**config.mk**
```make
export PLATFORM = sky130hd
export DESIGN_NAME = tap_tempo_bpm_estimator
export DESIGN_NICKNAME = d
export VERILOG_FILES = /design/src/rtl/tte_pkg.sv /design/src/rtl/tte_queue.sv /design/src/rtl/tte_front.sv /design/src/rtl/tte_div.sv /design/src/rtl/tte_back.sv /design/src/rtl/tap_tempo_bpm_estimator.sv
export SDC_FILE = /design/constraint.sdc
export NUM_CORES = 2
export LEC_CHECK = 0
export BUFFER_PORTS_ARGS = -buffer_cell sky130_fd_sc_hd__buf_2
export CAP_MARGIN = 20
export CORE_ASPECT_RATIO = 1.4
export CORE_MARGIN = 4
export CORE_UTILIZATION = 60
export DETAILED_ROUTE_END_ITERATION = 8
export PLACE_DENSITY = 0.88
export RECOVER_POWER = 25
export SYNTH_ARGS = -nofsm -noshare
export SYNTH_HDL_FRONTEND = slang
export SYNTH_SLANG_ARGS = --single-unit
```
**constraint.sdc**
```tcl
create_clock -name aclk -period 26.6 [get_ports aclk]
set_input_delay 1.33 -clock aclk [delete_from_list [all_inputs] [get_ports aclk]]
set_output_delay 1.33 -clock aclk [all_outputs]
set_load 0.01 [all_outputs]
```
**src/rtl/tte_pkg.sv**
```systemverilog
// Shared types and constants of the tap tempo BPM estimator.
package tte_pkg;

    // Width of the timestamp, tempo and interval fields on the ports.
    localparam int DATA_W = 32;

    // Reset value of the ticks-per-minute register (microsecond ticks).
    localparam logic [DATA_W-1:0] TPM_RESET = 32'd60000000;

    // Number of commands the queue between front and back can hold.
    localparam int QUEUE_DEPTH = 2;

    // One input request.
    typedef struct packed {
        logic              channel;
        logic [DATA_W-1:0] stamp;
    } in_item_t;

    // One result.
    typedef struct packed {
        logic              updated;
        logic [DATA_W-1:0] bpm;
        logic [DATA_W-1:0] beat_interval;
    } out_item_t;

    // What the front decided about a request.
    typedef enum logic [1:0] {
        CMD_IGNORE,
        CMD_REPEAT,
        CMD_NEW
    } cmd_kind_e;

    // Control part of a queued command.
    typedef struct packed {
        cmd_kind_e kind;
        logic      channel;
    } cmd_ctl_t;

    // Sequencer of the back part.
    typedef enum logic [2:0] {
        ST_IDLE,
        ST_CHECK,
        ST_DIV3,
        ST_AVG,
        ST_DIVIDE,
        ST_RESULT
    } back_state_e;

endpackage

```
**src/rtl/tte_queue.sv**
```systemverilog
// Small command queue between the front and the back part.
module tte_queue #(
    parameter int WIDTH = 8
) (
    input  logic             aclk,
    input  logic             aresetn,
    input  logic             push,
    input  logic [WIDTH-1:0] push_data,
    output logic             full,
    input  logic             pop,
    output logic [WIDTH-1:0] pop_data,
    output logic             not_empty
);

    localparam int PTR_W = (tte_pkg::QUEUE_DEPTH > 1) ? $clog2(tte_pkg::QUEUE_DEPTH) : 1;
    localparam int CNT_W = $clog2(tte_pkg::QUEUE_DEPTH + 1);

    logic [WIDTH-1:0] entry_reg [tte_pkg::QUEUE_DEPTH];
    logic [PTR_W-1:0] wr_ptr_reg;
    logic [PTR_W-1:0] rd_ptr_reg;
    logic [CNT_W-1:0] count_reg;

    assign full      = (count_reg == CNT_W'(tte_pkg::QUEUE_DEPTH));
    assign not_empty = (count_reg != '0);
    assign pop_data  = entry_reg[rd_ptr_reg];

    // Pointer and fill count; a wrap happens at the queue depth.
    always_ff @(posedge aclk) begin
        if (!aresetn) begin
            wr_ptr_reg <= '0;
            rd_ptr_reg <= '0;
            count_reg  <= '0;
        end else begin
            if (push) begin
                if (wr_ptr_reg == PTR_W'(tte_pkg::QUEUE_DEPTH - 1)) begin
                    wr_ptr_reg <= '0;
                end else begin
                    wr_ptr_reg <= wr_ptr_reg + 1'b1;
                end
            end
            if (pop) begin
                if (rd_ptr_reg == PTR_W'(tte_pkg::QUEUE_DEPTH - 1)) begin
                    rd_ptr_reg <= '0;
                end else begin
                    rd_ptr_reg <= rd_ptr_reg + 1'b1;
                end
            end
            if (push && !pop) begin
                count_reg <= count_reg + 1'b1;
            end else if (pop && !push) begin
                count_reg <= count_reg - 1'b1;
            end
        end
    end

    // Entry storage.
    always_ff @(posedge aclk) begin
        if (push) begin
            entry_reg[wr_ptr_reg] <= push_data;
        end
    end

endmodule

```
**src/rtl/tte_front.sv**
```systemverilog
// Front part: accepts requests, keeps the stamp history and forms the intervals.
module tte_front #(
    parameter int CHANNELS   = 2,
    parameter int TIME_WIDTH = 32
) (
    input  logic                aclk,
    input  logic                aresetn,
    input  logic                s_valid,
    output logic                s_ready,
    input  tte_pkg::in_item_t   s_data,
    input  logic                q_full,
    output logic                q_push,
    output logic [$bits(tte_pkg::cmd_ctl_t)+3*TIME_WIDTH-1:0] q_data
);

    localparam int CH_IDX_W = (CHANNELS > 1) ? $clog2(CHANNELS) : 1;
    localparam int HIST     = 3;

    // Last three stamps of each channel, oldest first; the newest is the previous stamp.
    logic [TIME_WIDTH-1:0] hist_reg [CHANNELS][HIST];

    logic [TIME_WIDTH-1:0] stamp;
    logic [TIME_WIDTH-1:0] h0;
    logic [TIME_WIDTH-1:0] h1;
    logic [TIME_WIDTH-1:0] h2;
    logic [CH_IDX_W-1:0]   idx;
    logic                  ch_ok;
    tte_pkg::cmd_ctl_t     ctl;
    logic                  accept;

    assign s_ready = !q_full;
    assign accept  = s_valid && s_ready;
    assign q_push  = accept;

    assign stamp = TIME_WIDTH'(s_data.stamp);
    assign idx   = CH_IDX_W'(s_data.channel);
    assign ch_ok = (32'(s_data.channel) < 32'(CHANNELS));
    assign h0    = hist_reg[idx][0];
    assign h1    = hist_reg[idx][1];
    assign h2    = hist_reg[idx][2];

    // Classify the request: unknown channel, repeated stamp or a new beat.
    always_comb begin
        ctl.channel = s_data.channel;
        if (!ch_ok) begin
            ctl.kind = tte_pkg::CMD_IGNORE;
        end else if (stamp == h2) begin
            ctl.kind = tte_pkg::CMD_REPEAT;
        end else begin
            ctl.kind = tte_pkg::CMD_NEW;
        end
    end

    // Intervals oldest first, wrapping at the time width.
    assign q_data = {ctl, h1 - h0, h2 - h1, stamp - h2};

    // Shift the new stamp into the channel's history.
    always_ff @(posedge aclk) begin
        if (!aresetn) begin
            for (int ch = 0; ch < CHANNELS; ch++) begin
                for (int i = 0; i < HIST; i++) begin
                    hist_reg[ch][i] <= '0;
                end
            end
        end else if (accept && ctl.kind == tte_pkg::CMD_NEW) begin
            hist_reg[idx][0] <= h1;
            hist_reg[idx][1] <= h2;
            hist_reg[idx][2] <= stamp;
        end
    end

endmodule

```
**src/rtl/tte_div.sv**
```systemverilog
// Restoring divider, one quotient bit per cycle.
module tte_div #(
    parameter int NUM_W = 32,
    parameter int DEN_W = 32
) (
    input  logic             aclk,
    input  logic             aresetn,
    input  logic             start,
    input  logic [NUM_W-1:0] num,
    input  logic [DEN_W-1:0] den,
    output logic             done,
    output logic [NUM_W-1:0] quo
);

    localparam int CNT_W = $clog2(NUM_W + 1);

    logic             busy_reg;
    logic             done_reg;
    logic [CNT_W-1:0] cnt_reg;
    logic [DEN_W-1:0] rem_reg;
    logic [DEN_W-1:0] den_reg;
    logic [NUM_W-1:0] quo_reg;
    logic [DEN_W:0]   trial;
    logic [DEN_W:0]   diff;
    logic             fits;

    assign done  = done_reg;
    assign quo   = quo_reg;

    // Bring down the next numerator bit and try the subtraction.
    assign trial = {rem_reg, quo_reg[NUM_W-1]};
    assign diff  = trial - {1'b0, den_reg};
    assign fits  = (trial >= {1'b0, den_reg});

    // Control of the iteration.
    always_ff @(posedge aclk) begin
        if (!aresetn) begin
            busy_reg <= 1'b0;
            done_reg <= 1'b0;
            cnt_reg  <= '0;
        end else begin
            done_reg <= 1'b0;
            if (start) begin
                busy_reg <= 1'b1;
                cnt_reg  <= '0;
            end else if (busy_reg) begin
                cnt_reg <= cnt_reg + 1'b1;
                if (cnt_reg == CNT_W'(NUM_W - 1)) begin
                    busy_reg <= 1'b0;
                    done_reg <= 1'b1;
                end
            end
        end
    end

    // Remainder and quotient; the quotient shifts in where the numerator shifts out.
    always_ff @(posedge aclk) begin
        if (start) begin
            rem_reg <= '0;
            den_reg <= den;
            quo_reg <= num;
        end else if (busy_reg) begin
            rem_reg <= fits ? diff[DEN_W-1:0] : trial[DEN_W-1:0];
            quo_reg <= {quo_reg[NUM_W-2:0], fits};
        end
    end

endmodule

```
**src/rtl/tte_back.sv**
```systemverilog
// Back part: tempo check, average interval, BPM division and per-channel tempo storage.
module tte_back #(
    parameter int CHANNELS   = 2,
    parameter int TIME_WIDTH = 32
) (
    input  logic                                aclk,
    input  logic                                aresetn,
    input  logic                                q_not_empty,
    input  logic [$bits(tte_pkg::cmd_ctl_t)+3*TIME_WIDTH-1:0] q_data,
    output logic                                q_pop,
    input  logic [tte_pkg::DATA_W-1:0]          ticks_per_minute,
    output logic                                m_valid,
    input  logic                                m_ready,
    output tte_pkg::out_item_t                  m_data
);

    localparam int TW       = TIME_WIDTH;
    localparam int CTL_W    = $bits(tte_pkg::cmd_ctl_t);
    localparam int CH_IDX_W = (CHANNELS > 1) ? $clog2(CHANNELS) : 1;
    localparam int NIB      = (TW + 2 + 3) / 4;
    localparam int N3       = NIB * 4;
    localparam int CNT3_W   = (NIB > 1) ? $clog2(NIB) : 1;

    tte_pkg::back_state_e state_reg;
    tte_pkg::back_state_e state_next;

    // Per-channel tempo and average interval.
    logic [tte_pkg::DATA_W-1:0] bpm_mem_reg [CHANNELS];
    logic [TW-1:0]              avg_mem_reg [CHANNELS];

    tte_pkg::cmd_ctl_t  q_ctl;
    tte_pkg::cmd_ctl_t  ctl_reg;
    logic [TW-1:0]      q_a;
    logic [TW-1:0]      q_b;
    logic [TW-1:0]      q_c;
    logic [TW-1:0]      b_reg;
    logic [TW-1:0]      c_reg;
    logic [TW+2:0]      a5_reg;
    logic [TW+2:0]      c5_reg;
    logic [TW+2:0]      a4_reg;
    logic [TW:0]        ab_reg;
    logic [TW+1:0]      sum3;
    logic               tempo_ok;

    logic [N3-1:0]      num3_reg;
    logic [N3-1:0]      quo3_reg;
    logic [1:0]         rem3_reg;
    logic [CNT3_W-1:0]  cnt3_reg;
    logic [5:0]         val3;
    logic [11:0]        prod3;
    logic [3:0]         qd3;
    logic [5:0]         r3;
    logic [TW-1:0]      avg;

    logic [CH_IDX_W-1:0] q_idx;
    logic [CH_IDX_W-1:0] idx;

    logic                        div_start;
    logic                        div_done;
    logic [tte_pkg::DATA_W-1:0]  div_quo;

    logic               res_load;
    logic               mem_write;
    tte_pkg::out_item_t res_next;
    tte_pkg::out_item_t res_reg;

    // Unpack the command at the head of the queue.
    assign q_ctl = tte_pkg::cmd_ctl_t'(q_data[CTL_W+3*TW-1 -: CTL_W]);
    assign q_a   = q_data[3*TW-1 -: TW];
    assign q_b   = q_data[2*TW-1 -: TW];
    assign q_c   = q_data[TW-1:0];
    assign q_idx = CH_IDX_W'(q_ctl.channel);
    assign idx   = CH_IDX_W'(ctl_reg.channel);

    // Tempo window: 4b < 5a, 4c < 5a and 4a < 5c, exact.
    assign tempo_ok = ({1'b0, b_reg, 2'b00} < a5_reg)
                   && ({1'b0, c_reg, 2'b00} < a5_reg)
                   && (a4_reg < c5_reg);
    assign sum3     = {1'b0, ab_reg} + {2'b00, c_reg};

    // One nibble of the divide by three; quotient digit by reciprocal 43/128.
    assign val3  = {rem3_reg, num3_reg[N3-1 -: 4]};
    assign prod3 = {6'b0, val3} * 12'd43;
    assign qd3   = prod3[10:7];
    assign r3    = val3 - {1'b0, qd3, 1'b0} - {2'b00, qd3};
    assign avg   = quo3_reg[TW-1:0];

    tte_div #(
        .NUM_W (tte_pkg::DATA_W),
        .DEN_W (TW)
    ) u_div (
        .aclk    (aclk),
        .aresetn (aresetn),
        .start   (div_start),
        .num     (ticks_per_minute),
        .den     (avg),
        .done    (div_done),
        .quo     (div_quo)
    );

    // Next state.
    always_comb begin
        state_next = state_reg;
        case (state_reg)
            tte_pkg::ST_IDLE: begin
                if (q_not_empty) begin
                    if (q_ctl.kind == tte_pkg::CMD_NEW) begin
                        state_next = tte_pkg::ST_CHECK;
                    end else begin
                        state_next = tte_pkg::ST_RESULT;
                    end
                end
            end
            tte_pkg::ST_CHECK: begin
                state_next = tempo_ok ? tte_pkg::ST_DIV3 : tte_pkg::ST_RESULT;
            end
            tte_pkg::ST_DIV3: begin
                if (cnt3_reg == CNT3_W'(NIB - 1)) begin
                    state_next = tte_pkg::ST_AVG;
                end
            end
            tte_pkg::ST_AVG: begin
                state_next = (avg == '0) ? tte_pkg::ST_RESULT : tte_pkg::ST_DIVIDE;
            end
            tte_pkg::ST_DIVIDE: begin
                if (div_done) begin
                    state_next = tte_pkg::ST_RESULT;
                end
            end
            tte_pkg::ST_RESULT: begin
                if (m_ready) begin
                    state_next = tte_pkg::ST_IDLE;
                end
            end
            default: begin
                state_next = tte_pkg::ST_IDLE;
            end
        endcase
    end

    // Outputs of the sequencer and the result to be registered.
    always_comb begin
        q_pop     = 1'b0;
        div_start = 1'b0;
        res_load  = 1'b0;
        mem_write = 1'b0;
        res_next  = '0;
        case (state_reg)
            tte_pkg::ST_IDLE: begin
                q_pop = q_not_empty;
                if (q_not_empty) begin
                    case (q_ctl.kind)
                        tte_pkg::CMD_NEW: begin
                            res_load = 1'b0;
                        end
                        tte_pkg::CMD_REPEAT: begin
                            res_load               = 1'b1;
                            res_next.bpm           = bpm_mem_reg[q_idx];
                            res_next.beat_interval = tte_pkg::DATA_W'(avg_mem_reg[q_idx]);
                        end
                        default: begin
                            res_load = 1'b1;
                        end
                    endcase
                end
            end
            tte_pkg::ST_CHECK: begin
                if (!tempo_ok) begin
                    res_load               = 1'b1;
                    res_next.bpm           = bpm_mem_reg[idx];
                    res_next.beat_interval = tte_pkg::DATA_W'(avg_mem_reg[idx]);
                end
            end
            tte_pkg::ST_AVG: begin
                if (avg == '0) begin
                    res_load               = 1'b1;
                    res_next.bpm           = bpm_mem_reg[idx];
                    res_next.beat_interval = tte_pkg::DATA_W'(avg_mem_reg[idx]);
                end else begin
                    div_start = 1'b1;
                end
            end
            tte_pkg::ST_DIVIDE: begin
                if (div_done) begin
                    res_load               = 1'b1;
                    mem_write              = 1'b1;
                    res_next.updated       = 1'b1;
                    res_next.bpm           = div_quo;
                    res_next.beat_interval = tte_pkg::DATA_W'(avg);
                end
            end
            default: begin
                res_load = 1'b0;
            end
        endcase
    end

    assign m_valid = (state_reg == tte_pkg::ST_RESULT);
    assign m_data  = res_reg;

    // Sequencer state and per-channel tempo storage.
    always_ff @(posedge aclk) begin
        if (!aresetn) begin
            state_reg <= tte_pkg::ST_IDLE;
            for (int ch = 0; ch < CHANNELS; ch++) begin
                bpm_mem_reg[ch] <= '0;
                avg_mem_reg[ch] <= '0;
            end
        end else begin
            state_reg <= state_next;
            if (mem_write) begin
                bpm_mem_reg[idx] <= div_quo;
                avg_mem_reg[idx] <= avg;
            end
        end
    end

    // Datapath registers.
    always_ff @(posedge aclk) begin
        if (q_pop) begin
            ctl_reg <= q_ctl;
            b_reg   <= q_b;
            c_reg   <= q_c;
            a5_reg  <= {3'b000, q_a} + {1'b0, q_a, 2'b00};
            c5_reg  <= {3'b000, q_c} + {1'b0, q_c, 2'b00};
            a4_reg  <= {1'b0, q_a, 2'b00};
            ab_reg  <= {1'b0, q_a} + {1'b0, q_b};
        end
        if (state_reg == tte_pkg::ST_CHECK) begin
            num3_reg <= N3'(sum3);
            quo3_reg <= '0;
            rem3_reg <= '0;
            cnt3_reg <= '0;
        end else if (state_reg == tte_pkg::ST_DIV3) begin
            num3_reg <= {num3_reg[N3-5:0], 4'b0000};
            quo3_reg <= {quo3_reg[N3-5:0], qd3};
            rem3_reg <= r3[1:0];
            cnt3_reg <= cnt3_reg + 1'b1;
        end
        if (res_load) begin
            res_reg <= res_next;
        end
    end

endmodule

```
**src/rtl/tap_tempo_bpm_estimator.sv**
```systemverilog
// Top level of the tap tempo BPM estimator.
//
//  Channel   Ports                          Carries
//  input     s_valid, s_ready, s_data       channel number and tick stamp
//  result    m_valid, m_ready, m_data       updated flag, bpm, beat interval
//  config    cfg_valid, cfg_ready, cfg_data ticks per minute, always ready
//
// A new stamp that passes the tempo window goes through the tempo check, the divide by
// three one nibble at a time and the BPM divider, which gives one quotient bit per cycle.
// Repeats, unknown channels and rejected tempos skip both divisions. A two-entry queue
// lets the front take requests while the back waits on m_ready. Reset is synchronous
// and clears history and tempo storage.
module tap_tempo_bpm_estimator #(
    parameter int CHANNELS   = 2,
    parameter int TIME_WIDTH = 32
) (
    input  logic                       aclk,
    input  logic                       aresetn,
    input  logic                       s_valid,
    output logic                       s_ready,
    input  tte_pkg::in_item_t          s_data,
    output logic                       m_valid,
    input  logic                       m_ready,
    output tte_pkg::out_item_t         m_data,
    input  logic                       cfg_valid,
    output logic                       cfg_ready,
    input  logic [tte_pkg::DATA_W-1:0] cfg_data
);

    localparam int CMD_W = $bits(tte_pkg::cmd_ctl_t) + 3 * TIME_WIDTH;

    logic [tte_pkg::DATA_W-1:0] tpm_reg;
    logic                       q_push;
    logic                       q_full;
    logic                       q_pop;
    logic                       q_not_empty;
    logic [CMD_W-1:0]           q_push_data;
    logic [CMD_W-1:0]           q_pop_data;

    // Ticks-per-minute register.
    assign cfg_ready = 1'b1;

    always_ff @(posedge aclk) begin
        if (!aresetn) begin
            tpm_reg <= tte_pkg::TPM_RESET;
        end else if (cfg_valid && cfg_ready) begin
            tpm_reg <= cfg_data;
        end
    end

    tte_front #(
        .CHANNELS   (CHANNELS),
        .TIME_WIDTH (TIME_WIDTH)
    ) u_front (
        .aclk    (aclk),
        .aresetn (aresetn),
        .s_valid (s_valid),
        .s_ready (s_ready),
        .s_data  (s_data),
        .q_full  (q_full),
        .q_push  (q_push),
        .q_data  (q_push_data)
    );

    tte_queue #(
        .WIDTH (CMD_W)
    ) u_queue (
        .aclk      (aclk),
        .aresetn   (aresetn),
        .push      (q_push),
        .push_data (q_push_data),
        .full      (q_full),
        .pop       (q_pop),
        .pop_data  (q_pop_data),
        .not_empty (q_not_empty)
    );

    tte_back #(
        .CHANNELS   (CHANNELS),
        .TIME_WIDTH (TIME_WIDTH)
    ) u_back (
        .aclk             (aclk),
        .aresetn          (aresetn),
        .q_not_empty      (q_not_empty),
        .q_data           (q_pop_data),
        .q_pop            (q_pop),
        .ticks_per_minute (tpm_reg),
        .m_valid          (m_valid),
        .m_ready          (m_ready),
        .m_data           (m_data)
    );

endmodule

```
-- Word level (Yosys, flattened, before mapping)
Memories as Yosys holds them, arrays and structs flattened. A register that Yosys moved wholly into a read port is not among the register bits.
Index checks and enable logic that the tools add are counted.
- bits in latches: 0
- word-level logic and storage cells: 150
- bits in registers: 482
- ROM bits: 0
- memory bits (writable): 518
- output and inout bits: 68
- memories kept: 4
- bits of input ports: 70
- memories (name ; words ; bits a word ; rd ports ; clocked after memory_dff ; wr ports ; RTL line ; RTL):
    u_queue.entry_reg ; 2 ; 99 ; 1 ; 1 ; 1 ; tte_queue.sv:18 ; logic [WIDTH-1:0] entry_reg [tte_pkg::QUEUE_DEPTH];
    u_front.hist_reg ; 2 ; 96 ; 1 ; 0 ; 2 ; tte_front.sv:20 ; logic [TIME_WIDTH-1:0] hist_reg [CHANNELS][HIST];
    u_back.avg_mem_reg ; 2 ; 32 ; 2 ; 1 ; 2 ; tte_back.sv:29 ; logic [TW-1:0] avg_mem_reg [CHANNELS];
    u_back.bpm_mem_reg ; 2 ; 32 ; 2 ; 1 ; 2 ; tte_back.sv:28 ; logic [tte_pkg::DATA_W-1:0] bpm_mem_reg [CHANNELS];
- shift operators: 0
- eq/ne operators: 16
- divide/modulo/power cells: 0
- bitwise logic cells: 2
- $lt $le $gt $ge: 4
- muxes and demuxes: 60
- add/subtract/negate cells: 16
- multiply operators: 1
- reduce and logical (&&, ||, !) cells: 21
- operator list (cell ; count):
    64-bit 2-to-1 mux ; 4
    64-bit case mux with 4 select lines ; 1
    32-bit 2-to-1 mux ; 5
    32-bit subtractor ; 4
    34-bit by 35-bit less-than comparator with 1-bit output ; 3
    96-bit 2-to-1 mux ; 1
    96-bit OR reduction ; 1
    32-bit by 34-bit adder with 35-bit output ; 2
    34-bit 2-to-1 mux ; 2
    65-bit 2-to-1 mux ; 1
    32-bit OR reduction ; 2
    1-bit 2-to-1 mux ; 35
    33-bit by 32-bit adder with 34-bit output ; 1
    32-bit by 32-bit adder with 33-bit output ; 1
    33-bit by 32-bit greater-or-equal comparator with 1-bit output ; 1
    32-bit equality test ; 1
    32-bit logical NOT ; 1
    3-bit 2-to-1 mux ; 6
    3-bit case mux with 6 select lines ; 1
    6-bit by 6-bit multiplier with 11-bit output (second input constant) ; 1
    2-bit nonzero test ; 4
    6-bit by 1-bit adder with 6-bit output (second input constant) ; 1
    2-bit equality test (second input constant) ; 3
    3-bit by 2-bit equality test with 1-bit output (second input constant) ; 2
    21 further kinds ; 36

-- Logic depth before layout (Yosys ltp)
An unclocked memory read counts as a cell.
- word-level depth: 10
- depth in mapped cells: 17
- mapped depth without buffers: 16

-- Modules after synthesis
Synthesis repeated with hierarchy kept, for this count alone.
- cells, all modules: 4708
- area, all modules: 54549.8 um^2
- modules (own cells, without submodules) (module ; times used ; seq. area each (um^2) ; area each (um^2) ; cells each):
    tte_back ; 1 ; 13583.0 ; 26699.4 ; 2315
    tte_front ; 1 ; 5765.5 ; 13284.0 ; 1351
    tte_queue ; 1 ; 6045.8 ; 7390.8 ; 330
    tte_div ; 1 ; 2722.6 ; 5954.5 ; 607
    tap_tempo_bpm_estimator ; 1 ; 640.6 ; 1221.2 ; 105

-- Least setup slack after synthesis
Ideal clock, no wire load.
- kind: input to register
- start point: in s_data[32] (netlist name)
- end point: mem u_front.hist_reg[0][0] (netlist name), enable pin
- setup time: 683 ps
- stages: 11
- path buffers: 3
- data arrival time: 10190 ps
- path slack: 15727 ps
- required time: 25917 ps
- cells stage by stage: clkbuf_1 > clkbuf_1 > mux2i_1 > ha_1 > and3_1 > nand3_1 > nor2_1 > nand3_1 > nand3_1 > clkbuf_1 > o21ai_0
- RTL lines (element ; RTL line ; RTL):
    from (decl) ; tap_tempo_bpm_estimator.sv:21 ; input tte_pkg::in_item_t s_data,
    to (decl) ; tte_front.sv:20 ;

==> reports/qor.yml <==
synth_common_cells: "edfxtp_1, ha_1, nand2_1"
synth_top_area_share_pct: 49.2
grt_pass1_wl_um: 188000
ys_types: 82
hold_path_startpoint: "tpm_reg[25]"
holdPathEnd: "tpm_reg[25]"
die_width_um: 260
clockBufferDepth: 3
powerDensity_nw_per_um2: 121
hold_viol_final: 0
ys_top_cells_by_area: "edfxtp_1, ha_1, mux2i_1"
critPathLaunch: "s_data[32]"
fin_crit_ns: 10.07
finalMaxSlewViolations: 749
ctsHoldBuffers: 0
synth_area_um2: 53500
tightestPinTransition_ns: 5.78
synth_area_per_cell_um2: 11.7
dpl.hpwl_um: 82800
path_class: "in2reg"
htree_levels: 3
worst_path_max_delay_cell: "clkbuf_1"
dp_cells: 5761
synthFlopType: "edfxtp_1"
syn-num-nets: 5019
diodes: 0
start_kind: "input port"
grt_use_total_pct: 24.9
power.total_mw: 7.07
clk_latency_ns: 0.67
leakagePower_nw: 23.8
grt_start_max_net_pins: 99
drt_iter0_markers: 2655
row_count: 129
drc: 0
ys_seq_area_share_pct: 53.8
timing.rr.end: "u_back.ab_reg[30]"
antenna_found_initial: 2
setup_viol: 0
core_area_um2: 88400
critPathMostFrequentCell: "buf_4"
rsz0062_at_grt: "no"
maxSlewHeadroom_pct: -285
max-cap-violations: 15
hp-class: "reg2reg"
port_buffers: 136
cp_num_buf_inv: 4
fin_ws_ns: 16.53
place.gp.congestion: 0.930
yosys.cell_count.top_type: "edfxtp_1"
totalWireLength_um: 119000
die-area_um2: 94100
post_cts_buffers: 0
fin_cells: 5935
syn_inst: 4563
nets: 5135
wl_per_cell_um: 20.1
fin_crit_sh_pct: 37.9
pin_count: 138
cp.required_ns: 26.88
first_pass_iters: 5
dp_slack_ns: 19.64
fin_skew_ns: 0.0326
violations: "max-capacitance violations, max-slew violations"
reg2reg_depth: 13
synth_area_leader_cell: "edfxtp_1"
cts_sinks: 998
largest_reg_flops: 198
drive_gt1_share_pct: 6.60
cts_tree: "built"
die_h_um: 361
grt-ovfl-total: 0
critical_path.top_delay_family: "buffers and inverters"
synth_seq_cells: 998
path_cells: "clkbuf_1, buf_4, mux2i_1, ha_1, nand4_1, nor4_1, nand3_1, nand3_2, buf_4, o21ai_4, buf_4"
critPathMaxStageDelay_ns: 3.95
rrSetupSlack_ns: 19.58
grt_pass1_vias: 36600
status: "complete, but fails checks"
syn_to_final_growth_pct: 9.32
crit_fanout: 98
clockRootBuffer: "clkbuf_16"
tns_ns: 0
ant_nets: 0
clk_pin_slew_ns: 0.06
fmax_mhz: 99.3
hold_ws_ns: 0.473
cts_resized: 0
end_kind: "flip-flop"
cp.arrival_ns: 10.34
cts_made_buffers: 95
synth_edf_count: 877
vias: 35801
ir_drop_mv: 0.0713
num-fill-cells: 6325
yosys_warnings: 0
hold_depth: 2
start_util_pct: 60.5
viasPerCell: 6.03
synthArstFlopShare_pct: 0
[layout make-up]
cell class	instances	area (um^2)	share of cell area, %
Clock buffer	114	2540	4.35
Clock inverter	60	623	1.07
Inverter	260	977	1.67
Multi-Input combinational cell	3147	23200	39.7
Sequential cell	998	28800	49.2
Tap cell	1179	1480	2.52
Timing Repair Buffer	177	876	1.50
[report_power, final]
group	switching [mW]	total [mW]	internal [mW]	leakage, nW
Clock	0.596	1.37	0.775	1.52
Sequential	0.177	2.52	2.34	9.48
Combinational	1.92	3.18	1.25	12.8
[metal layers]
metal / global-route usage, % / part of all wire [%] / wire length [um] / vias to the layer above
met5: 0 / 0 / 0 / -
met3: 3.02 / 5.1 / 6100 / 267
li1: - / - / - / 17009
met4: 10.4 / 4.4 / 5260 / 0
met2: 46.3 / 53 / 62700 / 1132
met1: 28.7 / 38 / 45100 / 17393
[worst register-to-register path: stages (launching register included)]
cell and delay, ns:
dfxtp_1 1.44, clkbuf_1 1.75, mux2i_1 0.56, fa_1 0.59, nand2b_1 0.17, a21oi_1 0.41, a32oi_1 0.28, a21oi_1 0.29
o21ai_0 0.22, a31oi_1 0.33, a311oi_1 0.24, o211ai_1 0.23, o211a_1 0.19, xor2_1 0.06
[layout by cell type, fill, tap and decap left out, types with 37 or more instances in the layout]
master       n
nor2_1     229
edfxtp_1   877
o21ai_0    177
nand2b_1    42
ha_1       374
nor3_1      44
xor2_1      88
a21oi_1    268
a22o_1      37
nand3_1     40
o221ai_1    64
xnor2_1    151
clkbuf_1    75
nor2b_1     94
and3_1      66
a211oi_1    43
mux2i_1    272
buf_2       85
inv_1      258
dfxtp_1    119
a21o_1     141
mux2_1      89
and2_1     221
nand2_1    337
clkbuf_16   97
[logic make-up (layout without fill, tap and decap cells)]
family / count (synthesis) / count (layout) / share of synthesized area [%]
AND/OR/NAND/NOR: 1210 / 1210 / 11.4
flip-flops: 998 / 998 / 53.8
AO/OA/AOI/OAI: 945 / 945 / 11.7
buffers and inverters: 418 / 611 / 2.98
adder cells (fa/ha/maj): 386 / 386 / 9.20
multiplexers: 366 / 366 / 7.07
XOR/XNOR: 239 / 239 / 3.91
other: 1 / 1 / 0.00701
[stage by stage]
stage          cell area (um^2)  utilization (%)
2_1_floorplan             53500                -
5_1_grt                   58500             66.1
3_5_place_dp              55500             62.7
6_report                  58500             66.1
3_3_place_gp              55500             62.7
4_1_cts                   58600             66.3
[how the worst max path moves through the flow]
stage / depth (start not counted) / to / slack [ns]
floorplan: 11 / u_front.hist_reg[0][0] / 15.73
global placement: 16 / u_queue.entry_reg[0][63] / 19.74
detailed placement: 16 / u_queue.entry_reg[0][63] / 19.64
CTS: 16 / u_queue.entry_reg[0][63] / 20.35
global route: 11 / u_front.hist_reg[0][33] / 16.02
finish: 11 / u_front.hist_reg[0][33] / 16.53
(Power assumes the default switching activity.)
